--- src/rtl/ust_pkg.sv ---
// ust_pkg: shared types and constants for the unordered set table unit
// no dependencies; imported by ust_ram users and unordered_set_table_unit
`timescale 1ns / 1ps

package ust_pkg;

   // built table depth by default
   localparam int CAPACITY_DEF = 32;

   // fixed field widths of the channels
   localparam int VALUE_W    = 32;
   localparam int OP_W       = 2;
   localparam int POS_W      = 5;
   localparam int COUNT_W    = 6;
   localparam int CFG_W      = 6;

   // capacity limit register value after reset
   localparam logic [CFG_W-1:0] LIMIT_RESET = 6'd32;

   // request kinds
   typedef enum logic [OP_W-1:0] {
      OP_INSERT = 2'd0,
      OP_REMOVE = 2'd1,
      OP_QUERY  = 2'd2
   } op_type;

   // sequencer states
   typedef enum logic [2:0] {
      ST_IDLE,
      ST_SCAN,
      ST_RESOLVE,
      ST_SWAP,
      ST_FINISH
   } state_type;

endpackage

--- src/rtl/ust_ram.sv ---
// ust_ram: generic single-port-write, single-port-read synchronous ram
// registered read data; no package dependency
`timescale 1ns / 1ps

module ust_ram #(
   parameter int WIDTH = 32,
   parameter int DEPTH = 32
) (
   input  logic                     clock,
   input  logic                     wr_en,
   input  logic [$clog2(DEPTH)-1:0] wr_addr,
   input  logic [WIDTH-1:0]         wr_data,
   input  logic                     rd_en,
   input  logic [$clog2(DEPTH)-1:0] rd_addr,
   output logic [WIDTH-1:0]         rd_data
);

   logic [WIDTH-1:0] mem [DEPTH];
   logic [WIDTH-1:0] rd_data_ff;

   // write port
   always_ff @(posedge clock) begin
      if (wr_en) begin
         mem[wr_addr] <= wr_data;
      end
   end

   // registered read port
   always_ff @(posedge clock) begin
      if (rd_en) begin
         rd_data_ff <= mem[rd_addr];
      end
   end

   assign rd_data = rd_data_ff;

endmodule

--- src/rtl/unordered_set_table_unit.sv ---
// unordered_set_table_unit: set of distinct 32-bit values in an unordered table
// depends on ust_pkg and ust_ram (entry store)
//
// Usage
//   req_ channel carries one item (operation, value): insert, remove or query.
//   rsp_ channel returns one item per request: success, full_reject, position
//   and member_count after the request.
//   csr_ channel writes the capacity limit (0 acts as 1, above CAPACITY acts as
//   CAPACITY); csr_ready is always high.
// Sequencing
//   one request at a time. A request passes through accept, a linear scan
//   reading one entry per cycle from the single ram read port, resolve, swap
//   for a remove and result load; a request that hits early or meets an empty
//   table finishes sooner, and operation code 3 goes from accept straight to
//   result load.
// Reset
//   synchronous, active high: count goes to zero and the limit to 32. The
//   entry ram is not cleared; only slots below count are ever read.
// Stall
//   the result sits in an output register; the next item is accepted while it
//   waits, and that item holds in its final step until the register is free.
`timescale 1ns / 1ps

module unordered_set_table_unit
   import ust_pkg::*;
#(
   parameter int CAPACITY = CAPACITY_DEF
) (
   input  logic                      clock,
   input  logic                      reset,
   // request channel
   input  logic                      req_valid,
   output logic                      req_ready,
   input  logic [OP_W-1:0]           req_operation,
   input  logic signed [VALUE_W-1:0] req_value,
   // result channel
   output logic                      rsp_valid,
   input  logic                      rsp_ready,
   output logic                      rsp_success,
   output logic                      rsp_full_reject,
   output logic [POS_W-1:0]          rsp_position,
   output logic [COUNT_W-1:0]        rsp_member_count,
   // configuration channel
   input  logic                      csr_valid,
   output logic                      csr_ready,
   input  logic [CFG_W-1:0]          csr_data
);

   localparam int IDX_W = $clog2(CAPACITY);
   localparam int CNT_W = $clog2(CAPACITY + 1);
   localparam int LIM_W = (CNT_W > CFG_W) ? CNT_W : CFG_W;

   state_type state_ff, state_in;

   logic [OP_W-1:0]    op_ff;
   logic [VALUE_W-1:0] val_ff;
   logic [CNT_W-1:0]   idx_ff;
   logic               pend_ff;
   logic [IDX_W-1:0]   pend_addr_ff;
   logic               found_ff;
   logic [IDX_W-1:0]   slot_ff;
   logic [CNT_W-1:0]   count_ff;
   logic [CFG_W-1:0]   limit_ff;
   logic               res_ok_ff;
   logic               res_full_ff;
   logic [IDX_W-1:0]   res_pos_ff;
   logic               rsp_valid_ff;
   logic               rsp_success_ff;
   logic               rsp_full_ff;
   logic [POS_W-1:0]   rsp_pos_ff;
   logic [COUNT_W-1:0] rsp_count_ff;

   logic               ram_wr_en;
   logic [IDX_W-1:0]   ram_wr_addr;
   logic [VALUE_W-1:0] ram_wr_data;
   logic               ram_rd_en;
   logic [IDX_W-1:0]   ram_rd_addr;
   logic [VALUE_W-1:0] ram_rd_data;

   logic               req_take;
   logic               out_free;
   logic               issue;
   logic               hit;
   logic               last_cmp;
   logic [CNT_W-1:0]   count_m1;
   logic [LIM_W-1:0]   limit_ext;
   logic [LIM_W-1:0]   limit_eff;
   logic               table_full;
   logic               do_insert;
   logic               do_fetch_last;

   // entry store
   ust_ram #(
      .WIDTH (VALUE_W),
      .DEPTH (CAPACITY)
   ) u_entries (
      .clock   (clock),
      .wr_en   (ram_wr_en),
      .wr_addr (ram_wr_addr),
      .wr_data (ram_wr_data),
      .rd_en   (ram_rd_en),
      .rd_addr (ram_rd_addr),
      .rd_data (ram_rd_data)
   );

   // handshake helpers
   assign req_ready = (state_ff == ST_IDLE);
   assign req_take  = req_valid && req_ready;
   assign out_free  = !rsp_valid_ff || rsp_ready;
   assign csr_ready = 1'b1;

   // effective limit, saturated to 1..CAPACITY
   assign limit_ext = LIM_W'(limit_ff);
   always_comb begin
      limit_eff = limit_ext;
      if (limit_ext == '0) begin
         limit_eff = LIM_W'(1);
      end else if (limit_ext > LIM_W'(CAPACITY)) begin
         limit_eff = LIM_W'(CAPACITY);
      end
   end
   assign table_full = (LIM_W'(count_ff) >= limit_eff);

   // scan: one read issued per cycle, compared in the following cycle
   assign count_m1 = count_ff - CNT_W'(1);
   assign issue    = (state_ff == ST_SCAN) && (idx_ff < count_ff);
   assign hit      = pend_ff && (ram_rd_data == val_ff);
   assign last_cmp = pend_ff && (CNT_W'(pend_addr_ff) == count_m1);

   // resolve-step actions
   assign do_insert = (state_ff == ST_RESOLVE) && (op_ff == OP_INSERT)
                      && !found_ff && !table_full;
   assign do_fetch_last = (state_ff == ST_RESOLVE) && (op_ff == OP_REMOVE) && found_ff;

   // next state
   always_comb begin
      state_in = state_ff;
      unique case (state_ff)
         ST_IDLE: begin
            if (req_take) begin
               case (req_operation) inside
                  OP_INSERT, OP_REMOVE, OP_QUERY: begin
                     state_in = (count_ff == '0) ? ST_RESOLVE : ST_SCAN;
                  end
                  default: state_in = ST_FINISH;
               endcase
            end
         end
         ST_SCAN: begin
            if (hit || last_cmp) begin
               state_in = ST_RESOLVE;
            end
         end
         ST_RESOLVE: begin
            state_in = do_fetch_last ? ST_SWAP : ST_FINISH;
         end
         ST_SWAP: begin
            state_in = ST_FINISH;
         end
         ST_FINISH: begin
            if (out_free) begin
               state_in = ST_IDLE;
            end
         end
         default: state_in = ST_IDLE;
      endcase
   end

   // ram controls
   always_comb begin
      ram_rd_en   = 1'b0;
      ram_rd_addr = idx_ff[IDX_W-1:0];
      ram_wr_en   = 1'b0;
      ram_wr_addr = count_ff[IDX_W-1:0];
      ram_wr_data = val_ff;
      unique case (state_ff)
         ST_SCAN: begin
            ram_rd_en = issue;
         end
         ST_RESOLVE: begin
            // append on insert, fetch last entry on a remove hit
            ram_wr_en   = do_insert;
            ram_rd_en   = do_fetch_last;
            ram_rd_addr = count_m1[IDX_W-1:0];
         end
         ST_SWAP: begin
            // last entry moves into the freed slot
            ram_wr_en   = 1'b1;
            ram_wr_addr = slot_ff;
            ram_wr_data = ram_rd_data;
         end
         default: begin
            ram_rd_en = 1'b0;
         end
      endcase
   end

   // control registers
   always_ff @(posedge clock) begin
      if (reset) begin
         state_ff     <= ST_IDLE;
         count_ff     <= '0;
         limit_ff     <= LIMIT_RESET;
         pend_ff      <= 1'b0;
         rsp_valid_ff <= 1'b0;
      end else begin
         state_ff <= state_in;
         if (csr_valid && csr_ready) begin
            limit_ff <= csr_data;
         end
         pend_ff <= issue;
         if (do_insert) begin
            count_ff <= count_ff + CNT_W'(1);
         end else if (state_ff == ST_SWAP) begin
            count_ff <= count_m1;
         end
         if (state_ff == ST_FINISH && out_free) begin
            rsp_valid_ff <= 1'b1;
         end else if (rsp_valid_ff && rsp_ready) begin
            rsp_valid_ff <= 1'b0;
         end
      end
   end

   // request and scan working registers
   always_ff @(posedge clock) begin
      if (req_take) begin
         op_ff       <= req_operation;
         val_ff      <= req_value;
         idx_ff      <= '0;
         found_ff    <= 1'b0;
         slot_ff     <= '0;
         res_ok_ff   <= 1'b0;
         res_full_ff <= 1'b0;
         res_pos_ff  <= '0;
      end
      if (issue) begin
         idx_ff       <= idx_ff + CNT_W'(1);
         pend_addr_ff <= idx_ff[IDX_W-1:0];
      end
      if (state_ff == ST_SCAN && hit) begin
         found_ff <= 1'b1;
         slot_ff  <= pend_addr_ff;
      end
      // outcome of the request
      if (state_ff == ST_RESOLVE) begin
         case (op_ff) inside
            OP_INSERT: begin
               if (found_ff) begin
                  res_pos_ff <= slot_ff;
               end else if (table_full) begin
                  res_full_ff <= 1'b1;
               end else begin
                  res_ok_ff  <= 1'b1;
                  res_pos_ff <= count_ff[IDX_W-1:0];
               end
            end
            OP_REMOVE, OP_QUERY: begin
               if (found_ff) begin
                  res_ok_ff  <= 1'b1;
                  res_pos_ff <= slot_ff;
               end
            end
            default: begin
               res_ok_ff <= 1'b0;
            end
         endcase
      end
   end

   // result output register
   always_ff @(posedge clock) begin
      if (state_ff == ST_FINISH && out_free) begin
         rsp_success_ff <= res_ok_ff;
         rsp_full_ff    <= res_full_ff;
         rsp_pos_ff     <= POS_W'(res_pos_ff);
         rsp_count_ff   <= COUNT_W'(count_ff);
      end
   end

   assign rsp_valid        = rsp_valid_ff;
   assign rsp_success      = rsp_success_ff;
   assign rsp_full_reject  = rsp_full_ff;
   assign rsp_position     = rsp_pos_ff;
   assign rsp_member_count = rsp_count_ff;

   // checks
   a_count_bound: assert property (@(posedge clock) disable iff (reset)
      count_ff <= CNT_W'(CAPACITY))
      else $error("count above capacity");

   a_no_write_in_scan: assert property (@(posedge clock) disable iff (reset)
      (state_ff == ST_SCAN) |-> !ram_wr_en)
      else $error("entry write during scan");

   a_swap_nonempty: assert property (@(posedge clock) disable iff (reset)
      (state_ff == ST_SWAP) |-> (count_ff != '0))
      else $error("swap with empty table");

   a_rsp_from_finish: assert property (@(posedge clock) disable iff (reset)
      (!rsp_valid_ff && state_ff != ST_FINISH) |=> !rsp_valid_ff)
      else $error("result raised outside final step");

endmodule
--- config.mk ---
export PLATFORM = sky130hd
export DESIGN_NAME = unordered_set_table_unit
export DESIGN_NICKNAME = d
export VERILOG_FILES = /design/src/rtl/ust_pkg.sv /design/src/rtl/ust_ram.sv /design/src/rtl/unordered_set_table_unit.sv
export SDC_FILE = /design/constraint.sdc
export NUM_CORES = 2
export LEC_CHECK = 0
export BUFFER_PORTS_ARGS = -buffer_cell sky130_fd_sc_hd__buf_4
export CORE_MARGIN = 3
export CORE_UTILIZATION = 63
export CTS_CLUSTER_SIZE = 8
export DETAILED_ROUTE_END_ITERATION = 8
export GPL_ROUTABILITY_DRIVEN = 0
export GPL_TIMING_DRIVEN = 0
export PLACE_DENSITY = 0.8
export SYNTH_ARGS = -nofsm -noshare
export SYNTH_HDL_FRONTEND = slang
export SYNTH_SLANG_ARGS = --single-unit
export TNS_END_PERCENT = 5
--- constraint.sdc ---
create_clock -name clock -period 5.6 [get_ports clock]
set_input_delay 1.12 -clock clock [delete_from_list [all_inputs] [get_ports clock]]
set_output_delay 1.12 -clock clock [all_outputs]
set_load 0.02 [all_outputs]
## Word level (Yosys, flattened, before mapping)

Memories as Yosys holds them, arrays and structs flattened. A register that Yosys moved wholly into a read port is not among the register bits.
Cells that the tools add are included.

- Equality and inequality tests: 13
- Magnitude comparators: 3
- Reduce and logical (&&, ||, !) cells: 29
- Mux-type cells: 43
- Add/subtract/negate cells: 3

Operator list:

| operator | count |
|---|---|
| two-way mux 5 bit | 11 |
| two-way mux 6 bit | 6 |
| equality test 32 bit | 1 |
| two-way mux 32 bit | 1 |
| two-way mux 1 bit | 16 |
| two-way mux 3 bit | 5 |
| case mux 3 bit (5 select lines) | 1 |
| adder 6 x 1 -> 6 bit (second input constant) | 2 |
| logical AND 1 bit | 12 |
| logical NOT 6 bit | 2 |
| nonzero test 2 bit | 4 |
| equality test 3 x 2 -> 1 bit (second input constant) | 2 |
| equality test 5 x 6 -> 1 bit | 1 |
| greater-or-equal comparator 6 bit | 1 |
| greater-than comparator 6 bit (second input constant) | 1 |
| < comparator 6 bit | 1 |
| subtractor 6 x 1 -> 6 bit (second input constant) | 1 |
| equality test 2 x 1 -> 1 bit (second input constant) | 2 |
| equality test 2 bit (second input constant) | 2 |
| logical NOT 2 bit | 2 |
| != test 2 x 1 -> 1 bit (second input constant) | 2 |
| case mux 1 bit (2 select lines) | 2 |
| equality test 3 x 1 -> 1 bit (second input constant) | 1 |
| equality test 3 bit (second input constant) | 1 |
| 8 further kinds | 11 |

- Input bits: 45
- Output and inout port bits: 16
- Memories: 1
- Logic and storage cells: 110
- Memory bits (writable): 1,024
- Bits in registers: 88

Memories:

| memory | words | width | read ports | clocked after memory_dff | write ports | line | source |
|---|---|---|---|---|---|---|---|
| u_entries.mem | 32 | 32 | 1 | 1 | 1 | ust_ram.sv:18 | `logic [WIDTH-1:0] mem [DEPTH];` |

## Logic depth before layout (Yosys ltp)

- Depth after elaboration: 9
- Mapped depth: 13
- Mapped depth without buffers: 10

## Cells and area by module

Synthesis repeated with hierarchy kept, for this count alone.

- Cell total of the unflattened synthesis: 2,667
- Area, all modules: 45,378.5 um^2

Modules (own cells, without submodules):

| module | times used | cells an instance | area an instance (um^2) | sequential area each (um^2) |
|---|---|---|---|---|
| ust_ram | 1 | 2,260 | 40,805.4 | 31,710.4 |
| unordered_set_table_unit | 1 | 407 | 4,573.1 | 2,392.3 |

## Least setup slack after synthesis

OpenSTA, ideal clock, no wires.

- Path type: reg2reg
- Start point: register state_ff[2]
- End point: register u_entries.rd_data_ff[0], in the netlist u_entries.rd_data[0] (read register of u_entries.mem), enable pin
- Buffers on the path: 3
- Setup time: 0.466 ns
- Slack: 1.564 ns
- Period minus slack after synthesis: 4.036 ns
- Data required time: 5.134 ns
- Cell stages (with the launch flop): 6
- Data arrival time: 3.571 ns
- Cells stage by stage: dfxtp_1 -> or3b_1 -> buf_2 -> buf_4 -> clkbuf_1 -> o21ai_0

- Word-level cells in the longest chain between the ends: 4
- Elaborated cells between the ends (all ways): 7
- Classes of those cells: eq/ne (2); mux (2); reduce/logical (3)

RTL lines:

| what | line | source |
|---|---|---|
| from (decl) | unordered_set_table_unit.sv:53 | `state_type state_ff, state_in;` |
| from (signal assigned) | unordered_set_table_unit.sv:207 | `state_ff <= state_in;` |
| equality test 3 x 2 -> 1 bit | unordered_set_table_unit.sv:133, unordered_set_table_unit.sv:176 |  |
| logical AND 1 bit (2 in a row) | unordered_set_table_unit.sv:133 | `assign do_fetch_last = (state_ff == ST_RESOLVE) && (op_ff == OP_REMOVE) && found_ff;` |
| case mux 1 bit (2 select lines) (*) | unordered_set_table_unit.sv:176 | `unique case (state_ff)` |
| via ram_rd_en | unordered_set_table_unit.sv:76 | `logic ram_rd_en;` |
| to (decl) | ust_ram.sv:19 | `logic [WIDTH-1:0] rd_data_ff;` |

Mark *: on every way through the listed nets, which the timed path passes. The rest lies on a longest branch.
A chain may end at the register's enable or synchronous reset.

## Worst setup path in the final report

- Start point: register count_ff[1]
- End point: register u_entries.rd_data_ff[17], in the netlist u_entries.rd_data[17] (read register of u_entries.mem), data pin

- Word-level cells in the longest chain between the ends: 3
- Elaborated cells between the ends (all ways): 5
- Classes of those cells: add/sub (1); order compare (1); mux (2); reduce/logical (1)

RTL lines:

| what | line | source |
|---|---|---|
| from (decl) | unordered_set_table_unit.sv:62 | `logic [CNT_W-1:0] count_ff;` |
| from (signal assigned) | unordered_set_table_unit.sv:213 | `count_ff <= count_ff + CNT_W'(1);` |
| from (signal assigned) | unordered_set_table_unit.sv:215 | `count_ff <= count_m1;` |
| < comparator 6 bit | unordered_set_table_unit.sv:126 | `assign issue = (state_ff == ST_SCAN) && (idx_ff < count_ff);` |
| logical AND 1 bit | unordered_set_table_unit.sv:126 |  |
| case mux 1 bit (2 select lines) | unordered_set_table_unit.sv:176 |  |

Several ways; a longest one is shown, not always the timed one.

==> metrics <==
outcome finished clean; pre-CTS setup slack 1080 ps; CTS Hold Bufs 0; Max Slew Vio Count 0; P_leak 17.5 nW; CTS tree done; Gates resized, CTS repair 0; layout cells sized above 1 0.126; # DRC 0; fmax between 0.15 and 0.2 GHz; Synth Net Count 3201; Async SR Flop Fraction 0; Placed Area 0.0479 sq mm; mean post-synth cell area between 10 and 15 sq um; Slew HR 0.0208; worst hold path type flop to flop; clock sinks 1144; DP Wirelength 85.9 mm; GR Util All Layers 0.356; fin crit period ~5000 ps; CP arrival 5510 ps; CTS max path bufs 3; unrepaired setup endpoints after global routing false; Hold Path Depth 0; Cell Count Post-Placement 4170; RR Startpoint count_ff[1]$_SDFFE_PP0P_; yosys warns 0; Worst R2R End u_entries.rd_data[17]$_DFFE_PP_; Die Height 274 microns; first-pass GRT wire length 193 mm; setup ws final 558 ps; startpoint class of the critical path flop; vias between 30000 and 40000; # diodes 0; Hold Path Sink rsp_full_reject$_DFFE_PP_; Power Dens Cells 414 mW/mm^2; P&R area growth vs syn 15.4%; core footprint 0.0706 sq mm; # setup viols final 0; Reg2Reg Depth 11; fin area 0.0522 sq mm; PortBufs 58; initial antenna violation count 0; Die ar. 0.0751 sq mm; Synth Flop Type edfxtp_1; max-cap violation count 0; Seq/Total Area, Yosys 0.754; per-cell routed wire length 30.5 microns; Worst Path Max Fanout 10; Die Wd 274 microns; Root Buffer clkbuf_16; clk_skew 30.6 ps; # Post-CTS Setup Buffers 0; clk_lat worst skew 750 ps; Req. time, crit path 6070 ps; Detailed Route Iter0 Violations 5919; vias per inst approximately 7.0; dominant cell type by area after synthesis edfxtp_1; top-count cell post-synth edfxtp_1; post-route clock period utilization 0.900; clk slew on worst S/H paths 50 ps; GRT overflow 0; VDD IR-drop max 0.261 mV; total routed wirelength 133 mm; WHS 434 ps; HP Start res_full_ff$_DFF_P_; Final Power 21.6 mW; Finished Core Util 0.739; non-filler cells, final 4373; synth top area cells edfxtp_1 (74%), nand2_1 (5.3%), mux2i_1 (2.2%); Layout Nets 3455; synth cell count leaders edfxtp_1 (1119), nand2_1 (637), a21oi_1 (199); area of the mapped netlist 0.0452 sq mm; multi-input logic area between 0.01 and 0.015 sq mm; CP Class flop to flop; reg2reg setup slack 560 ps; Synth top area share 0.743; row cnt 97; Synth cell types 65; Final ANT Viol Nets 0; 1st-pass router iterations 9; number of global-route vias before repair 30600; largest net degree at the start of global routing 36; cells after synthesis 3139; number of synthesized register bits 1144; number of placed I/O pins 61; crit path capture type flop; cts bufs inserted 160; sequential cell area 0.0341 sq mm; Hold Violations, Final 0; Slew @ Worst Pin 1470 ps; number of flops mapped to enable cells by yosys between 1000 and 1500; Filler cells 3967; total negative slack 0 ps; H-tree depth 4; Initial Util 0.640
==> flip-flops by register name (all words and copies together) (netlist names), 2 cells and up <==
name	flops
u_entries.mem	1024
u_entries.rd_data	32
val_ff	32
count_ff	6
idx_ff	6
limit_ext	6
rsp_member_count	6
pend_addr_ff	5
res_pos_ff	5
rsp_position	5
slot_ff	5
state_ff	3
op_ff	2
==> cell type report <==
type | count | area share
plain buffers | 202 | 0.0190
flip-flops and latches | 1144 | 0.653
inverters | 24 | 0.00173
multi-input cells | 1769 | 0.198
repair buffers | 92 | 0.0231
well taps | 940 | 0.0225
clock inverters | 12 | 0.00288
clock buffers | 190 | 0.0797
==> critical path, stage by stage (launching register included) <==
cell	delay [ps]
dfxtp_1	400
clkbuf_1	380
inv_1	250
ha_1	240
buf_2	180
xor2_1	240
mux2i_2	1080
clkbuf_1	790
clkbuf_1	580
a31oi_1	240
o32ai_1	300
nor4_1	90
==> how the worst max path moves through the flow <==
stage	depth (start not counted)	end	from
after floorplan	5	u_entries.rd_data[0]$_DFFE_PP_	state_ff[2]$_SDFFE_PP0P_
after global placement	9	u_entries.mem[15][8]$_DFFE_PP_	count_ff[0]$_SDFFE_PP0P_
after detailed placement	12	u_entries.rd_data[29]$_DFFE_PP_	count_ff[1]$_SDFFE_PP0P_
after CTS	11	u_entries.rd_data[17]$_DFFE_PP_	count_ff[1]$_SDFFE_PP0P_
after global routing	12	u_entries.rd_data[25]$_DFFE_PP_	count_ff[1]$_SDFFE_PP0P_
final	11	u_entries.rd_data[17]$_DFFE_PP_	count_ff[1]$_SDFFE_PP0P_
==> power by group <==
part / total (mW) / internal [mW] / switching, mW
Sequential: 9.77 / 9.70 / 0.0725
Clock: 8.54 / 5.15 / 3.39
Combinational: 3.33 / 0.893 / 2.44
Total: 21.6 / 15.7 / 5.90
==> layout by cell type (no fill, tap or decap), drive strengths merged, types with 3 or more instances in the layout <==
master / count
xnor2: 40
clkbuf: 275
mux2i: 102
a22oi: 128
nand3b: 4
nand2b: 5
o31ai: 6
ha: 17
a21oi: 201
a21o: 9
o211ai: 8
nor3: 16
inv: 33
nor2: 64
nor3b: 5
and2: 37
nand3: 78
a211oi: 18
buf: 209
xor2: 8
o21ai: 88
a31oi: 70
dfxtp: 25
o22ai: 64
clkinv: 3
o32ai: 30
nand4: 9
nor4: 35
a32oi: 34
edfxtp: 1119
a221oi: 33
nand2: 637
==> routing by layer <==
metal / vias to the layer above / global-route usage / wire length, microns
met1: 14800 / 0.466 / 44800
li1: 12500 / - / -
met5: - / 0 / 0
met4: 0 / 0.230 / 10300
met3: 590 / 0.0943 / 19300
met2: 3001 / 0.533 / 59100
==> cell families (layout without fill, tap and decap cells) <==
kind of cell / after synthesis / in the layout / share of synthesized area
DFF: 1144 / 1144 / 0.754
and+or+nand+nor: 900 / 900 / 0.0851
AOI/OAI and AO/OA: 700 / 700 / 0.100
buffers and inverters: 226 / 520 / 0.0239
muxes: 103 / 103 / 0.0229
xor gates and xnor gates: 48 / 48 / 0.00929
adders and majority gates: 17 / 17 / 0.00470
other: 1 / 1 / 0.0000829
(Power assumes the default switching activity.)
